<file path="config.mk">
export PLATFORM = sky130hd
export DESIGN_NAME = gcoe_ctrl
export DESIGN_NICKNAME = d
export VERILOG_FILES = /design/src/design/gcoe_pkg.sv /design/src/design/gcoe_ctrl.sv
export VERILOG_INCLUDE_DIRS = /design/src /design/src/design
export SDC_FILE = /design/constraint.sdc
export NUM_CORES = 1
export LEC_CHECK = 0
export BUFFER_PORTS_ARGS = -buffer_cell sky130_fd_sc_hd__buf_2
export CORE_AREA = 2 2 39 41
export CTS_CLUSTER_SIZE = 20
export DETAILED_ROUTE_END_ITERATION = 10
export DIE_AREA = 0 0 41 43
export GPL_ROUTABILITY_DRIVEN = 0
export MAX_ROUTING_LAYER = met4
export PLACE_DENSITY_LB_ADDON = 0.05
export SLEW_MARGIN = 0
export SYNTH_ARGS = -nofsm -noshare
export SYNTH_HDL_FRONTEND = slang
export SYNTH_SLANG_ARGS = --single-unit
</file>
<file path="constraint.sdc">
create_clock -name clk -period 2.3 [get_ports clk]
set_clock_uncertainty 0.05 [all_clocks]
set_input_delay 0.115 -clock clk [delete_from_list [all_inputs] [get_ports clk]]
set_output_delay 0.115 -clock clk [all_outputs]
set_load 0.02 [all_outputs]
</file>
<file path="src/design/generalized_collatz_orbit_engine_unit_macros.svh">
// Assertion macros used by the orbit engine controller.
`ifndef GENERALIZED_COLLATZ_ORBIT_ENGINE_UNIT_MACROS_SVH
`define GENERALIZED_COLLATZ_ORBIT_ENGINE_UNIT_MACROS_SVH

// Same-cycle implication, disabled during reset.
`define GCOE_ASSERT_NOW(label, ante, cons, msg) \
  label: assert property (@(posedge clk) disable iff (rst) (ante) |-> (cons)) \
    else $error(msg);

// Next-cycle implication, disabled during reset.
`define GCOE_ASSERT_NEXT(label, ante, cons, msg) \
  label: assert property (@(posedge clk) disable iff (rst) (ante) |=> (cons)) \
    else $error(msg);

`endif

</file>
<file path="src/design/gcoe_pkg.sv">
// Package with constants, codes and control types of the orbit engine.
package gcoe_pkg;

  localparam int XW          = 128;
  localparam int SEED_W      = 64;
  localparam int COEF_W      = 24;
  localparam int CNT_W       = 32;
  localparam int CTR_W       = 50;
  localparam int RES_W       = 5;
  localparam int DIV_W       = 6;
  localparam int HEIGHT_W    = 7;
  localparam int ESCAPE_BITS = 100;
  localparam int MAX_MODULUS = 32;
  localparam int CFG_IDX_W   = 3;
  localparam int CFG_DATA_W  = 32;

  // Register indexes of the configuration port.
  localparam logic [CFG_IDX_W-1:0] REG_MODULUS     = 3'd0;
  localparam logic [CFG_IDX_W-1:0] REG_WEIGHT_EVEN = 3'd1;
  localparam logic [CFG_IDX_W-1:0] REG_WEIGHT_ODD  = 3'd2;
  localparam logic [CFG_IDX_W-1:0] REG_BOUNDARY    = 3'd3;
  localparam logic [CFG_IDX_W-1:0] REG_STEP_CAP    = 3'd4;

  // Request opcodes.
  localparam logic OP_LOAD = 1'b0;
  localparam logic OP_RUN  = 1'b1;

  // Outcome codes.
  localparam logic [1:0] OUT_DROPPED = 2'd0;
  localparam logic [1:0] OUT_ESCAPED = 2'd1;
  localparam logic [1:0] OUT_CAPPED  = 2'd2;

  // Commands from the controller to the datapath.
  typedef struct packed {
    logic load;
    logic init;
    logic div_init;
    logic div_step;
    logic rd;
    logic mul_step;
    logic upd;
    logic h_init;
    logic h_step;
    logic out_load;
  } cmd_t;

  // Status from the datapath to the controller.
  typedef struct packed {
    logic escaped;
    logic done;
    logic div_last;
    logic mul_last;
    logic h_stop;
  } status_t;

endpackage

</file>
<file path="src/design/gcoe_ctrl.sv">
// Controller: sequences divide, table read, multiply, update and height search.
`include "generalized_collatz_orbit_engine_unit_macros.svh"
module gcoe_ctrl import gcoe_pkg::*; (
  input  logic    clk,
  input  logic    rst,
  input  logic    in_valid,
  input  logic    in_opcode,
  output logic    in_ready,
  output logic    out_valid,
  input  logic    out_ready,
  input  status_t st,
  output cmd_t    cmd
);

  typedef enum logic [2:0] {
    S_IDLE, S_CHECK, S_DIV, S_READ, S_MUL, S_UPDATE, S_HEIGHT, S_DONE
  } state_t;

  state_t state;
  logic   in_acc;

  assign in_acc = in_valid && in_ready;

  // State and registered handshake outputs.
  always_ff @(posedge clk) begin
    if (rst) begin
      state     <= S_IDLE;
      in_ready  <= 1'b1;
      out_valid <= 1'b0;
    end else begin
      case (state)
        S_IDLE: begin
          if (in_acc && in_opcode == OP_RUN) begin
            state    <= S_CHECK;
            in_ready <= 1'b0;
          end
        end
        S_CHECK: begin
          if (st.done || st.escaped) state <= S_HEIGHT;
          else state <= S_DIV;
        end
        S_DIV: if (st.div_last) state <= S_READ;
        S_READ: state <= S_MUL;
        S_MUL: if (st.mul_last) state <= S_UPDATE;
        S_UPDATE: state <= S_CHECK;
        S_HEIGHT: begin
          if (st.h_stop) begin
            state     <= S_DONE;
            out_valid <= 1'b1;
          end
        end
        S_DONE: begin
          if (out_ready) begin
            state     <= S_IDLE;
            out_valid <= 1'b0;
            in_ready  <= 1'b1;
          end
        end
        default: state <= S_IDLE;
      endcase
    end
  end

  // Commands to the datapath.
  always_comb begin
    cmd          = '0;
    cmd.load     = (state == S_IDLE) && in_acc && (in_opcode == OP_LOAD);
    cmd.init     = (state == S_IDLE) && in_acc && (in_opcode == OP_RUN);
    cmd.div_init = (state == S_CHECK) && !(st.done || st.escaped);
    cmd.h_init   = (state == S_CHECK) && (st.done || st.escaped);
    cmd.div_step = (state == S_DIV);
    cmd.rd       = (state == S_READ);
    cmd.mul_step = (state == S_MUL);
    cmd.upd      = (state == S_UPDATE);
    cmd.h_step   = (state == S_HEIGHT) && !st.h_stop;
    cmd.out_load = (state == S_HEIGHT) && st.h_stop;
  end

  `GCOE_ASSERT_NOW(a_no_overlap, out_valid, !in_ready, "request taken while a result waits")
  `GCOE_ASSERT_NEXT(a_run_starts, cmd.init, state == S_CHECK && !in_ready,
                    "run request did not start a step")
  `GCOE_ASSERT_NEXT(a_div_to_read, state == S_DIV && st.div_last, state == S_READ,
                    "divider finish not followed by table read")
  `GCOE_ASSERT_NEXT(a_result_shown, cmd.out_load, out_valid, "result not presented")

endmodule

</file>
==> results of run 1 <==
per-stage QoR:
step	util [%]	hold WS, ps
finish	37.07	52.47
floorplan	-	134.1
global placement	35.17	310.3
global route	37.07	41.30
CTS	37.07	50.29
detailed placement	35.17	304.4
cells in the final DEF (no fill, tap or decap):
cell type and count:
a21oi_1 2, a21oi_2 1, a221o_1 1, a22oi_1 1
a41oi_1 1, and2_1 2, and2b_1 1, and3_1 1
and4_1 1, buf_2 21, clkbuf_1 1, clkbuf_4 3
dfxtp_1 5, inv_1 2, mux2i_1 1, nand2_1 2
nand2b_1 1, nand3_1 1, nand3_2 1, nor2_1 7
nor2b_1 1, nor2b_2 1, nor3_1 2, nor3_2 1
nor3b_1 1, nor4_4 1, o21a_1 1, o21ai_0 3
o31a_1 1, or2b_1 1, or3_1 1
layer usage:
| layer | track usage, % | wire [um] | vias up | share of wire (%) |
|---|---|---|---|---|
| li1 | - | - | 215 | - |
| met1 | 14.47 | 415 | 181 | 45 |
| met2 | 19.69 | 419 | 15 | 46 |
| met3 | 7.853 | 80 | 0 | 8.8 |
| met4 | 2.000 | 0 | 0 | 0 |
| met5 | - | 0 | - | 0 |
cells in the mapped netlist:
master and n:
and3_1 1, and2b_1 1, mux2i_1 1, buf_6 2, o31a_1 1, a21oi_2 1
nor3_2 1, o21ai_0 3, a21oi_1 2, buf_4 1, nor2_1 7, o21a_1 1
nand3_1 1, nand3_2 1, nor4_4 1, nand2_1 2, or2b_1 1, dfxtp_1 5
a41oi_1 1, nor2b_2 1, inv_1 2, or3_1 1, and4_1 1, nor2b_1 1
nor3_1 2, and2_1 2, a22oi_1 1, nand2b_1 1, nor3b_1 1, a221o_1 1
sequential cells by signal (all words and copies together) (netlist names):
signal,flops
state,3
in_ready,1
out_valid,1
cells by family (layout without fill, tap and decap cells):
| family | count (synthesis) | in the layout | synth area share (%) |
|---|---|---|---|
| muxes | 1 | 1 | 2.556 |
| and+or+nand+nor | 26 | 26 | 42.82 |
| AOI/OAI and AO/OA | 11 | 11 | 19.49 |
| buffers and inverters | 5 | 27 | 9.586 |
| DFF | 5 | 5 | 25.56 |
critical path: cells and delay by family (launching register included):
family	cells	cell delay, ps
flip-flops	1	570
AND/OR/NAND/NOR	2	470
buffers and inverters	1	190
where the power goes:
group	internal [mW]	switching, mW	total, mW
clock network	0.0656	0.0359	0.101
logic	0.108	0.129	0.238
registers	0.110	0.0678	0.177
total	0.284	0.233	0.516
worst paths after layout:
kind	startpoint	to	cells after the start
setup / recovery	state[2]	cmd[1]	3
hold / removal	rst	state[1]	2
setup reg to reg	state[1]	state[0]	3
hold reg to reg	out_valid	out_valid	1
final cells by class:
cell class	instances	area [um2]
Clock buffer	4	26.28
Fill cell	154	870.8
Inverter	2	7.507
Multi-Input combinational cell	38	254.0
Sequential cell	5	100.1
Tap cell	16	20.02
Timing Repair Buffer	21	105.1
==> metrics.cfg, run 1 <==
[run_status]
status = finished, final reports clean

[global_route]
grt_first_pass_wirelength_um = 1497
grt_usage_pct = 12.96
grt_remaining_overflow = 0
number_of_antenna_violations_at_the_first_check_in_global_routing = 0
first_global_vias = 377
pin_count_of_the_biggest_net_entering_global_routing = 17

[min_path]
holdCritPathClass = in -> reg

[sta]
rsz0062_at_grt = false
hold_viol = 0
final.setup.worst_slack_ps = 678.8
report.final.slew_viol_count = 0
setup_total_negative_slack_ps = 0
max-slew-margin-rel_pct = 63.60
worst_pin_slew_ps = 545.3
fmax_ghz = 0.6168
finalCritPeriodShare_pct = 70.49
period_minus_slack_ps = 1621
setup_violations = 0

[clocking]
cts_resized = 0
worstSkewPairLatency_ps = 240
cts.repair_timing.setup_buffer_count = 0
ctsHoldBuffers = 0
cts_made_buffers = 3
clock_path_buffers = 2
cts_num_sinks = 5
cts_root_buf = clkbuf_4
htree_num_levels = 1
clk_pin_slew_ps = 40
tritoncts_clock_tree = built

[die]
fp-row-count = 14
initial_core_util_pct = 28.30
floorplan.die.height_um = 43
die_width_um = 41
floorplan.io_pins = 22
core_mm2 = 0.001384
die_area_mm2 = 0.001763

[critical_path]
worstSetupStartpointType = register
crit_path_end_kind = output pin
critical_path_class = reg -> out
crit_fanout = 12
worstPathArrival_ps = 1460
crit_path_max_incr_delay_ps = 570
slowest_stage = dfxtp_1
timing.reg2reg.setup_slack_ps = 870
path_cells = or2b_1 > nor3b_1 > buf_2
critPathRequiredTime_ps = 2130

[power_and_ir_drop]
power.ir.vdd_worst_mv = 0.3775
leakage_power_nw = 0.2460
p_per_area_mw_per_mm2 = 1007
fin_total_pwr_mw = 0.5164

[finish]
n_antenna_cell = 0
drive_above_1_share_pct = 41.43
postLayoutCellArea_um2 = 513.0
area_growth_pct = 30.99
finalNonFillerCells = 86
finalNetCount = 81

[detailed_routing]
post-route-drc-count = 0
post_drt_via_cell_ratio = 4.779
totalWireLength_um = 914
drt-wirelength-per-cell_um = 10.63
detail_route.iter0.violations = 6
via_count = 411
ant_nets = 0
detail_route.first_pass.iterations = 2

[synthesis]
ys_ff_latch = 5
synth_cell_types = 30
synthesis.area_per_instance_um2 = 8.159
netlist_top_cells_area = dfxtp_1 26%, nor2_1 6.7%, buf_6 5.8%
synth_area_leader_cell = dfxtp_1
synthesis.area_um2 = 391.6
postSynthNetCount = 58
synth_top_cell_area_share_pct = 25.56
synthCells = 48
ys_warn_count = 0
synth-seq-area-share_pct = 25.56

[placed_design]
post-dp-hpwl_um = 718.4
io_buffers = 21
dpl_worst_slack_ps = 873.6
placedCellCount = 82
placedInstanceArea_um2 = 486.7

[run]
cap_viol_max_count = 0

No activity file was read; power rests on OpenSTA's default activity.
==> run 2, diff against run 1 <==
clock period = 1.6 ns   (was 2.3 ns; I/O delays follow)
==> metrics.cfg, run 2 (synthesized netlist as in run 1, its figures left out) <==
[run_status]
status = finished, final reports clean  ; unchanged

[min_path]
worst_hold_path_stage_count = 4  ; was 2
holdCritPathClass = in -> reg  ; unchanged

[sta]
fmax_ghz = 0.6870
final.setup.worst_slack_ps = 144.3  ; was 678.8 ps
worst_pin_slew_ps = 286.1  ; was 545.3 ps
hold_viol = 0  ; unchanged
period_minus_slack_ps = 1456
setup_violations = 0  ; unchanged
max-slew-margin-rel_pct = 80.92  ; was 63.60%
rsz0062_at_grt = false  ; unchanged
finalCritPeriodShare_pct = 90.98
report.final.slew_viol_count = 0  ; unchanged
setup_total_negative_slack_ps = 0  ; unchanged

[detailed_routing]
via_count = 415  ; was 411
post_drt_via_cell_ratio = 4.770  ; was 4.779
post-route-drc-count = 0  ; unchanged
detail_route.first_pass.iterations = 3  ; was 2
ant_nets = 0  ; unchanged
totalWireLength_um = 931  ; was 914 um
detail_route.iter0.violations = 5  ; was 6
drt-wirelength-per-cell_um = 10.70  ; was 10.63 um

[global_route]
grt_remaining_overflow = 0  ; unchanged
first_global_vias = 388  ; was 377
grt_first_pass_wirelength_um = 1531  ; was 1497 um
pin_count_of_the_biggest_net_entering_global_routing = 17  ; unchanged
grt_usage_pct = 13.27  ; was 12.96%
number_of_antenna_violations_at_the_first_check_in_global_routing = 0  ; unchanged

[critical_path]
worstSetupStartpointType = register  ; unchanged
reg2regPathDepth = 3  ; unchanged
critical_path_class = reg -> out  ; unchanged
worstPathArrival_ps = 1330  ; was 1460 ps
regToRegStartpoint = state[1]  ; unchanged
crit_path_end_kind = output pin  ; unchanged
critPathRequiredTime_ps = 1470  ; was 2130 ps
r2r-end = state[0]  ; unchanged
crit_fanout = 12  ; unchanged
timing.reg2reg.setup_slack_ps = 370  ; was 870 ps
critical_path.endpoint = cmd[1]  ; unchanged
crit_start = state[2]  ; unchanged

[die]
die_width_um = 41  ; unchanged
floorplan.die.height_um = 43  ; unchanged
die_area_mm2 = 0.001763  ; unchanged
core_mm2 = 0.001384  ; unchanged
initial_core_util_pct = 28.30  ; unchanged
fp-row-count = 14  ; unchanged
floorplan.io_pins = 22  ; unchanged

[clocking]
clk_pin_slew_ps = 50  ; was 40 ps
clock_path_buffers = 2  ; unchanged
worstSkewPairLatency_ps = 240  ; about the same
cts_made_buffers = 3  ; unchanged
tritoncts_clock_tree = built  ; unchanged
cts.repair_timing.setup_buffer_count = 0  ; unchanged
htree_num_levels = 1  ; unchanged
cts_num_sinks = 5  ; unchanged
cts_root_buf = clkbuf_4  ; unchanged

[power_and_ir_drop]
fin_total_pwr_mw = 0.7556  ; was 0.5164 mW
p_per_area_mw_per_mm2 = 1434  ; was 1007 mW/mm2
power.ir.vdd_worst_mv = 0.5598  ; was 0.3775 mV
leakage_power_nw = 0.2514  ; was 0.2460 nW

[run]
cap_viol_max_count = 0  ; unchanged

[finish]
largest_register_ff_count = 3  ; unchanged
most-common-layout-cells = 21 x buf_2, 7 x nor2_1, 3 x o21ai_0, 3 x clkbuf_4, 3 x dfxtp_2  ; was 21 x buf_2, 7 x nor2_1, 5 x dfxtp_1
finalNetCount = 82  ; was 81
n_antenna_cell = 0  ; unchanged
layout_top_registers = state (3), in_ready (1), out_valid (1)  ; unchanged
largest-register = state  ; unchanged
area_growth_pct = 34.50  ; was 30.99%
n_fill_cell = 160  ; was 154
drive_above_1_share_pct = 45.07  ; was 41.43%
layout_commonest_cell = buf_2  ; unchanged

[placed_design]
post-dp-hpwl_um = 702.1  ; was 718.4 um
io_buffers = 21  ; unchanged
dpl_worst_slack_ps = 172.9  ; was 873.6 ps

==> run 2: through the flow <==
| step | hold slack, ps | cells | cell area (um2) | utilization (%) |
|---|---|---|---|---|
| after global routing | 165.8 | 87 | 526.8 | 38.07 |
| after floorplan | 99.07 | 48 | 391.6 | - |
| after global placement | 263.2 | 82 | 486.7 | 35.17 |
| final | 152.8 | 87 | 526.8 | 38.07 |
| after detailed placement | 255.4 | 82 | 486.7 | 35.17 |
| after CTS | 150.1 | 87 | 524.3 | 37.88 |
==> run 2: metal layers <==
layer | wire, um | share of wire (%) | GRT usage [%] | vias up
met5 | 0 | 0 | - | -
met4 | 9 | 0.97 | 8.000 | 0
met3 | 75 | 8.1 | 5.236 | 2
met2 | 423 | 45 | 17.50 | 13
met1 | 422 | 45 | 16.40 | 183
li1 | - | - | - | 217
==> run 2: layout make-up <==
cell class | instances | area (um2) | area share [%]
Multi-Input combinational cell | 38 | 254.0 | 48.22
Timing Repair Buffer | 22 | 115.1 | 21.85
Inverter | 2 | 7.507 | 1.425
Sequential cell | 5 | 103.9 | 19.72
Tap cell | 16 | 20.02 | 3.800
Clock buffer | 4 | 26.28 | 4.988
==> run 2: critical path, stage by stage, from the launching register on <==
cell and delay, ps:
dfxtp_2 450, or2b_1 280, nor3b_1 160, buf_2 190
==> run 2: worst min-delay path by stage <==
stage / start / endpoint / slack (ps)
global route: out_ready / in_ready / 170
CTS: st[1] / state[0] / 150
detailed placement: rst / state[1] / 260
global placement: rst / state[1] / 260
floorplan: rst / state[1] / 100
finish: st[1] / state[0] / 150
==> run 2: report_power, final <==
part / internal (mW) / total (mW) / switching, mW
sequential: 0.164 / 0.261 / 0.0973
combinational: 0.158 / 0.349 / 0.191
clock: 0.0943 / 0.146 / 0.0515
total: 0.416 / 0.756 / 0.340
==> run 2: what timing repair did <==
item / CTS / global route
endpoints found under the setup margin: 1 / 4
resized for setup: 1 / 2
endpoints found under the hold margin: 1 / 0
hold buffers: 1 / 0
==> run 3, diff against run 2 <==
MAX_ROUTING_LAYER = unset   (was met4)
==> metrics.cfg, run 3 (synthesized netlist as in run 1, its figures left out) <==
[sta]
hold_viol = 0  ; unchanged
rsz0062_at_grt = false  ; unchanged
period_minus_slack_ps = 1489  ; was 1456 ps
fmax_ghz = 0.6717  ; was 0.6870 GHz
setup_violations = 0  ; unchanged
report.final.slew_viol_count = 0  ; unchanged
setup_total_negative_slack_ps = 0  ; unchanged
worst_pin_slew_ps = 289.7  ; was 286.1 ps
finalCritPeriodShare_pct = 93.05  ; was 90.98%
max-slew-margin-rel_pct = 80.69  ; was 80.92%

[global_route]
first_global_vias = 384  ; was 388
grt_first_pass_wirelength_um = 1545  ; was 1531 um
number_of_antenna_violations_at_the_first_check_in_global_routing = 0  ; unchanged
grt_usage_pct = 13.25  ; was 13.27%
grt_remaining_overflow = 0  ; unchanged
pin_count_of_the_biggest_net_entering_global_routing = 17  ; unchanged

[detailed_routing]
post-route-drc-count = 0  ; unchanged
top_layer = met3  ; was met4
ant_nets = 0  ; unchanged
detail_route.first_pass.iterations = 4  ; was 3
post_drt_via_cell_ratio = 4.747  ; was 4.770
detail_route.iter0.violations = 11  ; was 5
via_count = 413  ; was 415
drt-wirelength-per-cell_um = 10.94  ; was 10.70 um
met2RoutedLength_um = 419  ; was 423 um
wl_met1_um = 455  ; was 422 um
met3RoutedLength_um = 77  ; was 75 um
totalWireLength_um = 952  ; was 931 um

[min_path]
hold_path.startpoint = st[1]  ; unchanged
worst_hold_path_stage_count = 4  ; unchanged
holdCritPathClass = in -> reg  ; unchanged

[critical_path]
regToRegStartpoint = state[1]  ; unchanged
critical_path_class = reg -> out  ; unchanged
crit_fanout = 12  ; unchanged
crit_path_end_kind = output pin  ; unchanged
critPathRequiredTime_ps = 1470  ; about the same
path_cells = or2b_1 > nor3b_1 > buf_2  ; unchanged
crit_path_max_incr_delay_ps = 450  ; about the same
worstSetupStartpointType = register  ; unchanged
reg2regPathDepth = 3  ; unchanged
worstPathArrival_ps = 1360  ; was 1330 ps
worst_path_dominant_cell_family = simple AND/OR/NAND/NOR gates  ; was flip-flops
path_buf_inv = 1  ; unchanged
slowest_stage = dfxtp_2  ; unchanged
worstSetupPathDepth = 3  ; unchanged
crit_start = state[2]  ; unchanged

[placed_design]
post-dp-hpwl_um = 702.1  ; unchanged
placedInstanceArea_um2 = 486.7  ; unchanged
io_buffers = 21  ; unchanged

[run_status]
status = finished, final reports clean  ; unchanged

[clocking]
worstSkewPairLatency_ps = 240  ; about the same
cts_made_buffers = 3  ; unchanged
cts_num_sinks = 5  ; unchanged
clock_path_buffers = 2  ; unchanged
cts.repair_timing.setup_buffer_count = 0  ; unchanged
tritoncts_clock_tree = built  ; unchanged
clk_pin_slew_ps = 50  ; about the same
htree_num_levels = 1  ; unchanged
cts_root_buf = clkbuf_4  ; unchanged

[finish]
most-common-layout-cells = 21 x buf_2, 7 x nor2_1, 3 x o21ai_0, 3 x clkbuf_4, 3 x dfxtp_2  ; unchanged
layout_top_registers = state (3), in_ready (1), out_valid (1)  ; unchanged
layout_commonest_cell = buf_2  ; unchanged
largest-register = state  ; unchanged
area_growth_pct = 34.50  ; unchanged
n_fill_cell = 160  ; unchanged
n_antenna_cell = 0  ; unchanged
postLayoutCellArea_um2 = 526.8  ; unchanged
largest_register_ff_count = 3  ; unchanged
finalNetCount = 82  ; unchanged
drive_above_1_share_pct = 45.07  ; unchanged

[die]
floorplan.io_pins = 22  ; unchanged
fp-row-count = 14  ; unchanged
die_area_mm2 = 0.001763  ; unchanged
die_width_um = 41  ; unchanged
floorplan.die.height_um = 43  ; unchanged
initial_core_util_pct = 28.30  ; unchanged
core_mm2 = 0.001384  ; unchanged

[power_and_ir_drop]
p_per_area_mw_per_mm2 = 1440  ; was 1434 mW/mm2
power.ir.vdd_worst_mv = 0.5637  ; was 0.5598 mV
leakage_power_nw = 0.2514  ; unchanged

[run]
cap_viol_max_count = 0  ; unchanged

==> run 3: cell type report <==
class / count / area, um2 / share of cell area [%]
clock buffer: 4 / 26.28 / 4.988
inverter: 2 / 7.507 / 1.425
multi-input combinational: 38 / 254.0 / 48.22
tap: 16 / 20.02 / 3.800
sequential: 5 / 103.9 / 19.72
timing repair buffer: 22 / 115.1 / 21.85
==> run 3: through the flow <==
stage	utilization, %	power [mW]	hold slack (ps)	setup slack, ps	cells
floorplan	-	0.5441	99.07	281.3	48
global placement	35.17	0.6106	263.2	165.8	82
detailed placement	35.17	0.6051	255.4	172.9	82
CTS	37.88	0.7656	150.1	20.30	87
global route	38.07	0.8389	160.6	2.182	87
finish	38.07	0.7584	150.2	111.2	87
==> run 3: final timing paths <==
kind	end	slack [ps]
min reg2reg	out_valid	410
min	state[0]	150
max	cmd[1]	110
max reg2reg	state[0]	360
==> run 3: routing by layer <==
layer	up-vias	GRT usage [%]
met3	0	6.806
li1	220	-
met5	-	0
met1	180	16.40
met4	0	8.000
met2	13	17.50
==> run 3: power breakdown <==
part           internal (mW)  switching [mW]  total (mW)
clock network         0.0944          0.0535       0.148
registers              0.164          0.0972       0.261
logic                  0.158           0.192       0.349
total                  0.416           0.343       0.758
==> run 3: worst min-delay path: stages <==
cell and delay [ps]:
buf_2 70, mux2i_1 60, nor2_1 90, o31a_1 110
==> run 3: repair_timing <==
| action | 4_1_cts | 5_1_grt |
|---|---|---|
| hold buffers | 1 | 0 |
| setup endpoints to repair | 1 | 5 |
| hold endpoints to repair | 1 | 0 |
| resized for setup | 1 | 2 |
